**config.mk**
```make
export PLATFORM = sky130hd
export DESIGN_NAME = encoder_link_stability_monitor
export DESIGN_NICKNAME = d
export VERILOG_FILES = /design/src/design/elsm_pkg.sv /design/src/design/elsm_stats.sv /design/src/design/elsm_judge.sv /design/src/design/encoder_link_stability_monitor.sv
export SDC_FILE = /design/constraint.sdc
export NUM_CORES = 2
export LEC_CHECK = 0
export BUFFER_PORTS_ARGS = -buffer_cell sky130_fd_sc_hd__buf_2
export CAP_MARGIN = 5
export CORE_MARGIN = 2
export CORE_UTILIZATION = 40
export CTS_CLUSTER_DIAMETER = 150
export DETAILED_ROUTE_END_ITERATION = 10
export MAX_ROUTING_LAYER = met4
export SYNTH_ARGS = -nofsm -noshare
export SYNTH_HDL_FRONTEND = slang
export SYNTH_HIERARCHICAL = 1
export SYNTH_SLANG_ARGS = --single-unit
export TNS_END_PERCENT = 100
```
**constraint.sdc**
```tcl
create_clock -name clk -period 16.4 [get_ports clk]
set_input_delay 0.82 -clock clk [delete_from_list [all_inputs] [get_ports clk]]
set_output_delay 0.82 -clock clk [all_outputs]
set_load 0.005 [all_outputs]
```
**src/design/elsm_pkg.sv**
```systemverilog
// Shared types, codes and reset values for the encoder link stability monitor.
// No dependencies; every other design file refers to it by scoped names.
package elsm_pkg;

  localparam int ANGLE_STEPS_DEF = 4096;
  localparam int ANGLE_W         = 12;
  localparam int COUNT_W         = 32;
  localparam int BURST_W         = 16;
  localparam int JITTER_W        = 13;
  localparam int CFG_DATA_W      = 16;
  localparam int CFG_INDEX_W     = 2;

  localparam logic [BURST_W-1:0]    BURST_LIMIT_RST  = 16'd3;
  localparam logic [CFG_DATA_W-1:0] RATE_SCALE_RST   = 16'd200;
  localparam logic [JITTER_W-1:0]   JITTER_LIMIT_RST = 13'd8;

  localparam logic CMD_SAMPLE = 1'b0;
  localparam logic CMD_CLEAR  = 1'b1;

  typedef enum logic [CFG_INDEX_W-1:0] {
    CFG_BURST_LIMIT  = 2'd0,
    CFG_RATE_SCALE   = 2'd1,
    CFG_JITTER_LIMIT = 2'd2
  } cfg_index_t;

  typedef enum logic [1:0] {
    VERDICT_STABLE   = 2'd0,
    VERDICT_UNSTABLE = 2'd1,
    VERDICT_MARGINAL = 2'd2
  } verdict_t;

  // Counter snapshot handed from the statistics stage to the judging stage.
  typedef struct packed {
    logic [COUNT_W-1:0] read_count;
    logic [COUNT_W-1:0] error_count;
    logic [BURST_W-1:0] worst_burst;
  } stats_t;

  // Width of the signed offset envelope: room for a raw angle difference
  // plus one wrap step, whichever of angle range and step count is larger.
  function automatic int off_width(input int steps);
    int lg;
    lg = $clog2(steps);
    if (lg < ANGLE_W) lg = ANGLE_W;
    return lg + 2;
  endfunction

endpackage

```
**src/design/elsm_stats.sv**
```systemverilog
// Statistics state of the encoder link stability monitor: counters, burst
// tracking, reference angle and offset envelope. Uses elsm_pkg.
module elsm_stats #(
  parameter int ANGLE_STEPS = elsm_pkg::ANGLE_STEPS_DEF,
  parameter int OFF_W       = elsm_pkg::off_width(ANGLE_STEPS)
) (
  input  logic                               clk,
  input  logic                               rst_n,
  input  logic                               take,
  input  logic                               cmd,
  input  logic                               read_failed,
  input  logic [elsm_pkg::ANGLE_W-1:0]       angle,
  output elsm_pkg::stats_t                   stats,
  output logic signed [OFF_W-1:0]            off_low,
  output logic signed [OFF_W-1:0]            off_high
);

  localparam logic signed [OFF_W-1:0] STEPS_S = OFF_W'(ANGLE_STEPS);
  localparam logic signed [OFF_W-1:0] HALF_S  = OFF_W'(ANGLE_STEPS / 2);
  localparam logic signed [OFF_W-1:0] NHALF_S = -HALF_S;

  logic [elsm_pkg::COUNT_W-1:0] read_r, read_nxt;
  logic [elsm_pkg::COUNT_W-1:0] err_r, err_nxt;
  logic [elsm_pkg::BURST_W-1:0] worst_r, worst_nxt;
  logic [elsm_pkg::BURST_W-1:0] cur_r, cur_nxt;
  logic [elsm_pkg::ANGLE_W-1:0] ref_r, ref_nxt;
  logic                         ref_valid_r, ref_valid_nxt;
  logic signed [OFF_W-1:0]      low_r, low_nxt;
  logic signed [OFF_W-1:0]      high_r, high_nxt;
  logic signed [OFF_W-1:0]      diff, diff_w;

  always_comb begin
    diff = $signed({{(OFF_W-elsm_pkg::ANGLE_W){1'b0}}, angle})
         - $signed({{(OFF_W-elsm_pkg::ANGLE_W){1'b0}}, ref_r});
    // single wrap correction toward the short way around
    if (diff > HALF_S) begin
      diff_w = diff - STEPS_S;
    end else if (diff < NHALF_S) begin
      diff_w = diff + STEPS_S;
    end else begin
      diff_w = diff;
    end
  end

  always_comb begin
    read_nxt      = read_r;
    err_nxt       = err_r;
    worst_nxt     = worst_r;
    cur_nxt       = cur_r;
    ref_nxt       = ref_r;
    ref_valid_nxt = ref_valid_r;
    low_nxt       = low_r;
    high_nxt      = high_r;
    if (cmd == elsm_pkg::CMD_CLEAR) begin
      read_nxt      = '0;
      err_nxt       = '0;
      worst_nxt     = '0;
      cur_nxt       = '0;
      ref_nxt       = '0;
      ref_valid_nxt = 1'b0;
      low_nxt       = STEPS_S;
      high_nxt      = -STEPS_S;
    end else begin
      if (read_r != '1) read_nxt = read_r + 1'b1;
      if (read_failed) begin
        if (err_r != '1) err_nxt = err_r + 1'b1;
        if (cur_r != '1) cur_nxt = cur_r + 1'b1;
        if (cur_nxt > worst_r) worst_nxt = cur_nxt;
      end else begin
        cur_nxt = '0;
        if (!ref_valid_r) begin
          ref_nxt       = angle;
          ref_valid_nxt = 1'b1;
        end else begin
          if (diff_w < low_r)  low_nxt  = diff_w;
          if (diff_w > high_r) high_nxt = diff_w;
        end
      end
    end
  end

  always_ff @(posedge clk) begin
    if (!rst_n) begin
      read_r      <= '0;
      err_r       <= '0;
      worst_r     <= '0;
      cur_r       <= '0;
      ref_r       <= '0;
      ref_valid_r <= 1'b0;
      low_r       <= STEPS_S;
      high_r      <= -STEPS_S;
    end else if (take) begin
      read_r      <= read_nxt;
      err_r       <= err_nxt;
      worst_r     <= worst_nxt;
      cur_r       <= cur_nxt;
      ref_r       <= ref_nxt;
      ref_valid_r <= ref_valid_nxt;
      low_r       <= low_nxt;
      high_r      <= high_nxt;
    end
  end

  assign stats.read_count  = read_r;
  assign stats.error_count = err_r;
  assign stats.worst_burst = worst_r;
  assign off_low           = low_r;
  assign off_high          = high_r;

endmodule

```
**src/design/elsm_judge.sv**
```systemverilog
// Judging logic: error-rate product, burst and jitter compares, then verdict
// and jitter warning into the result register. Uses elsm_pkg.
module elsm_judge #(
  parameter int OFF_W = elsm_pkg::off_width(elsm_pkg::ANGLE_STEPS_DEF)
) (
  input  logic                              clk,
  input  logic                              load_out,
  input  elsm_pkg::stats_t                  stats,
  input  logic signed [OFF_W-1:0]           off_low,
  input  logic signed [OFF_W-1:0]           off_high,
  input  logic [elsm_pkg::BURST_W-1:0]      burst_limit,
  input  logic [elsm_pkg::CFG_DATA_W-1:0]   rate_scale,
  input  logic [elsm_pkg::JITTER_W-1:0]     jitter_limit,
  output elsm_pkg::stats_t                  res_stats,
  output logic [elsm_pkg::JITTER_W-1:0]     res_jitter,
  output elsm_pkg::verdict_t                res_verdict,
  output logic                              res_warn
);

  localparam int PROD_W = elsm_pkg::COUNT_W + elsm_pkg::CFG_DATA_W;

  logic [PROD_W-1:0]   prod;
  logic [OFF_W:0]      jit_nxt;
  logic                rate_hit;
  logic                burst_hit;
  logic                warn_nxt;
  elsm_pkg::verdict_t  verdict_nxt;

  elsm_pkg::stats_t    out_stats_r;
  logic [elsm_pkg::JITTER_W-1:0] out_jit_r;
  elsm_pkg::verdict_t  out_verdict_r;
  logic                out_warn_r;

  always_comb begin
    if (off_high >= off_low) begin
      jit_nxt = (OFF_W + 1)'($signed({off_high[OFF_W-1], off_high})
                           - $signed({off_low[OFF_W-1], off_low}));
    end else begin
      jit_nxt = '0;
    end
  end

  always_comb begin
    prod      = PROD_W'(stats.error_count) * PROD_W'(rate_scale);
    rate_hit  = (prod >= PROD_W'(stats.read_count)) && (rate_scale != '0);
    burst_hit = stats.worst_burst >= burst_limit;
    warn_nxt  = jit_nxt > (OFF_W + 1)'(jitter_limit);
    if (stats.error_count == '0) begin
      verdict_nxt = elsm_pkg::VERDICT_STABLE;
    end else if (rate_hit || burst_hit) begin
      verdict_nxt = elsm_pkg::VERDICT_UNSTABLE;
    end else begin
      verdict_nxt = elsm_pkg::VERDICT_MARGINAL;
    end
  end

  always_ff @(posedge clk) begin
    if (load_out) begin
      out_stats_r   <= stats;
      out_jit_r     <= jit_nxt[elsm_pkg::JITTER_W-1:0];
      out_verdict_r <= verdict_nxt;
      out_warn_r    <= warn_nxt;
    end
  end

  assign res_stats   = out_stats_r;
  assign res_jitter  = out_jit_r;
  assign res_verdict = out_verdict_r;
  assign res_warn    = out_warn_r;

endmodule

```
**src/design/encoder_link_stability_monitor.sv**
```systemverilog
// Top level of the encoder link stability monitor: stream ports, register
// file and pipeline valid control. Uses elsm_pkg, elsm_stats, elsm_judge.
//
//   channel | direction | carries
//   --------+-----------+---------------------------------------------------
//   in_     | sink      | one encoder sample or a clear command per transfer
//   out_    | source    | counts, jitter, verdict and warning per sample
//   cfg_    | sink      | register index and data; always ready
//
// Every cycle one sample can be taken while in_tready is high. The statistics
// registers are updated at the accept edge and act as the input register; the
// judging logic feeds the output register once that register can take the
// snapshot, and out_tvalid rises when it loads. The statistics stage holds
// while the output register is full and stalled, so in_tready drops only once
// both are full. Synchronous reset clears statistics, registers to their
// defaults and both stage valids.
module encoder_link_stability_monitor #(
  parameter int ANGLE_STEPS = elsm_pkg::ANGLE_STEPS_DEF
) (
  input  logic                                clk,
  input  logic                                rst_n,
  // input stream
  input  logic                                in_tvalid,
  output logic                                in_tready,
  input  logic [15:0]                         in_tdata,   // [11:0] angle
  input  logic [1:0]                          in_tuser,   // [0] cmd, [1] read_failed
  // result stream
  output logic                                out_tvalid,
  input  logic                                out_tready,
  // [31:0] read_total, [63:32] error_total, [79:64] worst_run,
  // [92:80] jitter_pp, [94:93] verdict, [95] jitter_warn
  output logic [95:0]                         out_tdata,
  // configuration writes
  input  logic                                cfg_valid,
  output logic                                cfg_ready,
  input  logic [elsm_pkg::CFG_INDEX_W-1:0]    cfg_index,
  input  logic [elsm_pkg::CFG_DATA_W-1:0]     cfg_data
);

  localparam int OFF_W = elsm_pkg::off_width(ANGLE_STEPS);

  // configuration registers
  logic [elsm_pkg::BURST_W-1:0]    burst_limit_r;
  logic [elsm_pkg::CFG_DATA_W-1:0] rate_scale_r;
  logic [elsm_pkg::JITTER_W-1:0]   jitter_limit_r;

  // stage valids: statistics snapshot, output register
  logic stat_valid_r, stat_valid_nxt;
  logic out_valid_r, out_valid_nxt;

  logic take, load_out;
  logic out_ready_int;

  elsm_pkg::stats_t        stats, res_stats;
  logic signed [OFF_W-1:0] off_low, off_high;
  logic [elsm_pkg::JITTER_W-1:0] res_jitter;
  elsm_pkg::verdict_t      res_verdict;
  logic                    res_warn;

  assign cfg_ready = 1'b1;

  always_ff @(posedge clk) begin
    if (!rst_n) begin
      burst_limit_r  <= elsm_pkg::BURST_LIMIT_RST;
      rate_scale_r   <= elsm_pkg::RATE_SCALE_RST;
      jitter_limit_r <= elsm_pkg::JITTER_LIMIT_RST;
    end else if (cfg_valid && cfg_ready) begin
      case (cfg_index)
        elsm_pkg::CFG_BURST_LIMIT:  burst_limit_r  <= cfg_data;
        elsm_pkg::CFG_RATE_SCALE:   rate_scale_r   <= cfg_data;
        elsm_pkg::CFG_JITTER_LIMIT: jitter_limit_r <= cfg_data[elsm_pkg::JITTER_W-1:0];
        default: ; // drop writes past the register list
      endcase
    end
  end

  // ready ripples back from the output register to the statistics stage
  assign out_ready_int = !out_valid_r || out_tready;
  assign in_tready     = !stat_valid_r || out_ready_int;

  assign take     = in_tvalid && in_tready;
  assign load_out = stat_valid_r && out_ready_int;

  always_comb begin
    stat_valid_nxt = take ? 1'b1 : (load_out ? 1'b0 : stat_valid_r);
    out_valid_nxt  = load_out ? 1'b1 : (out_tready ? 1'b0 : out_valid_r);
  end

  always_ff @(posedge clk) begin
    if (!rst_n) begin
      stat_valid_r <= 1'b0;
      out_valid_r  <= 1'b0;
    end else begin
      stat_valid_r <= stat_valid_nxt;
      out_valid_r  <= out_valid_nxt;
    end
  end

  // The statistics registers double as the first stage: a new sample only
  // lands when the previous snapshot moves into the output register at the
  // same edge or has already gone.
  elsm_stats #(
    .ANGLE_STEPS (ANGLE_STEPS),
    .OFF_W       (OFF_W)
  ) u_stats (
    .clk         (clk),
    .rst_n       (rst_n),
    .take        (take),
    .cmd         (in_tuser[0]),
    .read_failed (in_tuser[1]),
    .angle       (in_tdata[elsm_pkg::ANGLE_W-1:0]),
    .stats       (stats),
    .off_low     (off_low),
    .off_high    (off_high)
  );

  elsm_judge #(
    .OFF_W (OFF_W)
  ) u_judge (
    .clk          (clk),
    .load_out     (load_out),
    .stats        (stats),
    .off_low      (off_low),
    .off_high     (off_high),
    .burst_limit  (burst_limit_r),
    .rate_scale   (rate_scale_r),
    .jitter_limit (jitter_limit_r),
    .res_stats    (res_stats),
    .res_jitter   (res_jitter),
    .res_verdict  (res_verdict),
    .res_warn     (res_warn)
  );

  assign out_tvalid = out_valid_r;
  assign out_tdata  = {res_warn, res_verdict, res_jitter, res_stats.worst_burst,
                       res_stats.error_count, res_stats.read_count};

endmodule

```
**Word level (Yosys, flattened, before mapping)**

Index checks and enable logic that the tools add are counted.

- Register bits after elaboration: 280
- Bits of input ports: 41
- Output and inout bits: 99
- Word-level logic and storage cells: 107

- $add $sub $neg: 7
- Multipliers: 1
- Order comparisons: 9
- Equality and inequality tests: 7
- Muxes and demuxes: 34
- Reduce and logical (&&, ||, !) cells: 30

Operators with widths:

| kind | count |
|---|---|
| 32-bit two-way mux | 5 |
| 14-bit two-way mux | 10 |
| 16-bit two-way mux | 8 |
| 32-bit by 1-bit adder with 32-bit output (second input constant) | 2 |
| 32-bit inequality test (second input constant) | 2 |
| 48-bit by 32-bit greater-or-equal comparator with 1-bit output | 1 |
| 32-bit by 16-bit multiplier with 48-bit output | 1 |
| 12-bit two-way mux | 3 |
| 32-bit logical NOT | 1 |
| 2-bit nonzero test | 9 |
| 16-bit by 1-bit adder with 16-bit output (second input constant) | 1 |
| 16-bit greater-or-equal comparator | 1 |
| 16-bit > comparator | 1 |
| 16-bit inequality test (second input constant) | 1 |
| 16-bit nonzero test | 1 |
| 15-bit by 13-bit > comparator with 1-bit output | 1 |
| 15-bit two-way mux | 1 |
| 14-bit by 14-bit subtractor with 15-bit output | 1 |
| 14-bit adder (second input constant) | 1 |
| 14-bit greater-or-equal comparator | 1 |
| 14-bit by 13-bit > comparator with 1-bit output (second input constant) | 1 |
| 14-bit > comparator | 1 |
| 14-bit by 12-bit less-than comparator with 1-bit output (second input constant) | 1 |
| 14-bit less-than comparator | 1 |
| 14 further kinds | 32 |

**Depth between registers and ports, before layout**

- Depth after elaboration: 9
- Mapped depth: 36
- Depth with buffers taken out: 34

**Cells and area by module**

The synthesis kept the hierarchy.

By module, submodules not included:

| module | times used | cells each | area an instance (um2) | seq. area each (um2) |
|---|---|---|---|---|
| elsm_judge | 1 | 2,440 | 21,974.8 | 2,882.8 |
| elsm_stats | 1 | 931 | 7,856.3 | 2,742.6 |
| encoder_link_stability_monitor | 1 | 184 | 1,816.7 | 940.9 |

**Worst setup path before layout**

Ideal clock, no wire load.

- Kind: register -> register
- Start: register u_stats/err_r[5] (netlist name)
- End: register u_judge.out_verdict_r[0] (netlist: u_judge/res_verdict[0]), data pin
- Arrival time: 7,328 ps
- Data required time: 16,145 ps
- Slack: 8,816 ps
- Stages on the path, launching flop included: 33
- Path buffers: 2
- Period minus slack after synthesis: 7,584 ps
- Cells stage by stage: dfxtp_1 clkbuf_1 nand2_1 fa_1 inv_1 fa_1 inv_1 fa_1 inv_1 fa_1 fa_1 inv_1 fa_1 inv_1 ha_1 buf_2 and4_1 nand4_1 a21oi_1 o21ai_2 and2_2 o21bai_1 xor2_1 ha_1 a2111o_1 a31oi_1 o211ai_1 a221oi_1 o2111ai_1 nor4_1 nand4_1 o21ai_1 nor2_1

- Longest elaborated chain between the ends: 5

Ends and longest elaborated chain:

| what | RTL line | RTL |
|---|---|---|
| start: declaration | elsm_stats.sv:23 | `logic [elsm_pkg::COUNT_W-1:0] err_r, err_nxt;` |
| start signal: assignment | elsm_stats.sv:94 | `err_r <= err_nxt;` |
| 32-bit by 16-bit multiplier with 48-bit output | elsm_judge.sv:44 | `prod = PROD_W'(stats.error_count) * PROD_W'(rate_scale);` |
| 48-bit by 32-bit greater-or-equal comparator with 1-bit output | elsm_judge.sv:45 | `rate_hit = (prod >= PROD_W'(stats.read_count)) && (rate_scale != '0);` |
| 1-bit logical AND | elsm_judge.sv:45 |  |
| 1-bit logical OR | elsm_judge.sv:50 | `end else if (rate_hit \|\| burst_hit) begin` |
| 2-bit two-way mux | elsm_judge.sv:50 |  |
| end signal: assignment | elsm_judge.sv:61 | `out_verdict_r <= verdict_nxt;` |
| end: declaration | elsm_judge.sv:31 | `elsm_pkg::verdict_t out_verdict_r;` |

Several ways; a longest one is shown, not always the timed one.
A chain may end at the register's enable or synchronous reset.

**Worst setup path in the final report**

- Start: register u_stats/err_r[6] (netlist name)
- End: register u_judge.out_verdict_r[0] (netlist: u_judge/res_verdict[0]), data pin

Same word-level chain as after synthesis.

==> flow_summary.ini <==
[run_status]
status = finished clean

[final_layout]
drive_gt1_share_pct = 8.07
final_cell_mix = inv_1, nand2_1, fa_1, ha_1, and2_1
final_common_cell = inv_1
postLayoutCoreUtil_pct = 44.1
fin_nets = 4345
synthToLayoutAreaGrowth_pct = 9.45
final_area_um2 = 34600

[hold_path]
holdCritPathClass = flop to flop
hold_depth = 2

[clock_tree]
path_clk_slew_ps = 60
post_cts.repair.setup_buffers = 0
postCtsHoldBufs = 0
insertion_delay_ps = 560
cts.sinks = 280
cts_root_buffer = clkbuf_16
post_cts_resized = 0
htree_num_levels = 2
numCtsBuffers = 35
clock_path_buffers = 3
cts_tree = built

[drt]
vias_per_cell = 5.14
wl_met3_um = 3680
drc = 0
ant_nets = 0
first_pass_iters = 5
vias = 24200
wl_met2_um = 40500
wl_um = 83600
drtIter0Drc = 1321
highest_layer = met4
avgRoutedWirePerCell_um = 17.7
met1Wirelength_um = 36800

[timing]
worst_slack_ps = 7290
slew_headroom_pct = 20.9
worst_pin_slew_ps = 1180
setup_tns_ps = 0
max_freq_mhz = 110
drv_slew = 0
final_hold_viol_count = 0
period_share_pct = 55.5
whs_ps = 457
period_needed_ps = 9110
finClkSkew_ps = 26.9
rsz0062_at_grt = false
setup-violations-final = 0

[place]
gp_congestion = 0.922
post-place-ws_ps = 7380
port_buffers = 134
dp_hpwl_um = 63600
postPlaceCellArea_um2 = 33500

[yosys]
ys_seq_elements = 280
synth_edf_count = 96
yosys_warnings = 6
async_reset_ff_share_pct = 0
syn_area_um2 = 31600
avgSynthCellArea_um2 = 8.90
yosysSeqAreaShare_pct = 20.7
ys_types = 104
syn_nets = 4269
ys.flop_type = dfxtp_1
syn_inst = 3555

[die]
row_count = 103
start_util_pct = 40.3
boundaryPins = 140
dieWidth_um = 285
die_h_um = 285
die_area_um2 = 81400
coreArea_um2 = 78600

[critical_path]
critPathArrivalTime_ps = 9390
path_depth = 30
critPathLaunchType = flop
path_delay_family = adder cells
crit_required_ps = 16680
worstSetupEndpointType = flop
cp_slowest_cell = dfxtp_1
cp_common_cell = fa_1
slowest_delay_ps = 980
critPathBufInv = 5
worst_r2r_path_depth = 30
crit_fanout = 20
worstSetupPathType = flop to flop

[flow_run]
maxCapViolCount = 0

[global_route]
grt_overflow = 0
grt_max_degree = 93
grt_pass1_vias = 24600
grt_pass1_wl_um = 137000
antenna_found_initial = 0
grt_use_total_pct = 21.6

[power]
p_leak_nw = 15.7
ir_drop_uv = 79.6
pwr_density_cell_nw_per_um2 = 51.9
==> worst min-delay path, cell delays in order, from the launching register on <==
cell and delay, ps:
dfxtp_1 310, nand2_1 50, mux2i_1 50
==> cell usage after synthesis (10+ instances only) <==
cell,count,area (µm²)
xor2_1,60,526
nor3_1,47,235
o211ai_1,15,113
nand3_1,53,265
and2_1,201,1260
or3_1,17,106
nand2b_1,16,100
mux2i_1,59,591
and3_1,16,100
a211oi_1,12,90.1
buf_2,20,100
o21a_1,20,150
a22oi_1,18,135
clkbuf_1,122,458
a21o_1,32,240
ha_1,253,3170
nor4_1,23,144
o21ai_1,18,90.1
nor2b_1,57,357
a21oi_1,118,591
nand4_1,51,319
o2bb2ai_1,11,96.3
nor2_1,168,631
a31oi_1,10,62.6
xnor2_1,56,490
fa_1,420,8410
edfxtp_1,96,2880
inv_1,638,2390
dfxtp_1,184,3680
nand2_1,511,1920
o21ai_0,62,310
and4_1,14,123
==> stage by stage <==
| step | instances | power (mW) |
|---|---|---|
| after CTS | 4707 | 1.83 |
| final | 4709 | 1.80 |
| after floorplan | 3555 | 0.937 |
| after detailed placement | 4644 | 1.02 |
| after global routing | 4707 | 1.88 |
| after global placement | 4644 | 1.02 |
==> cells by family (layout without fill, tap and decap cells) <==
| group | Yosys count | after routing | synth area share [%] |
|---|---|---|---|
| other | 1 | 3 | 0.0118 |
| AND/OR/NAND/NOR | 1225 | 1225 | 19.1 |
| AO/OA/AOI/OAI | 411 | 411 | 8.99 |
| multiplexers | 60 | 60 | 1.90 |
| XOR/XNOR | 116 | 116 | 3.21 |
| adder cells (fa/ha/maj) | 673 | 673 | 36.6 |
| buffers and inverters | 789 | 891 | 9.51 |
| flip-flops | 280 | 280 | 20.7 |
==> sequential cells by signal (all words and copies together), names as in the netlist <==
name	count
u_judge/res_stats	80
u_stats/err_r	32
u_stats/read_r	32
burst_limit_r	16
rate_scale_r	16
u_stats/cur_r	16
u_stats/worst_r	16
u_stats/off_high	14
u_stats/off_low	14
jitter_limit_r	13
u_judge/res_jitter	13
u_stats/ref_r	12
u_judge/res_verdict	2
out_tvalid	1
stat_valid_r	1
u_judge/res_warn	1
u_stats/ref_valid_r	1
==> routing by layer <==
metal,up-vias,global-route usage [%]
met5,-,-
met4,0,6.70
met3,144,2.30
met2,580,35.2
met1,12000,28.3
li1,11500,-
==> power by group <==
group	internal [mW]	switching (mW)	total (mW)
registers	0.741	0.0134	0.755
clock network	0.474	0.317	0.791
logic	0.0948	0.156	0.251
total	1.31	0.486	1.80
==> cell type report <==
| class | count | area, µm² |
|---|---|---|
| clock buffers | 48 | 996 |
| clock inverters | 15 | 170 |
| inverters | 639 | 2400 |
| multi-input cells | 2486 | 22100 |
| flip-flops and latches | 280 | 6570 |
| diodes | 2 | 5.00 |
| repair buffers | 189 | 1090 |
| fillers | 7834 | 44000 |
| well taps | 1050 | 1310 |
==> worst paths after layout <==
check	slack (ps)	to	start
max	7290	u_judge/res_verdict[0]	u_stats/err_r[6]
min	460	rate_scale_r[14]	rate_scale_r[14]
max reg2reg	7290	u_judge/res_verdict[0]	u_stats/err_r[6]
min reg2reg	460	rate_scale_r[14]	rate_scale_r[14]
No activity file was read; power rests on OpenSTA's default activity.
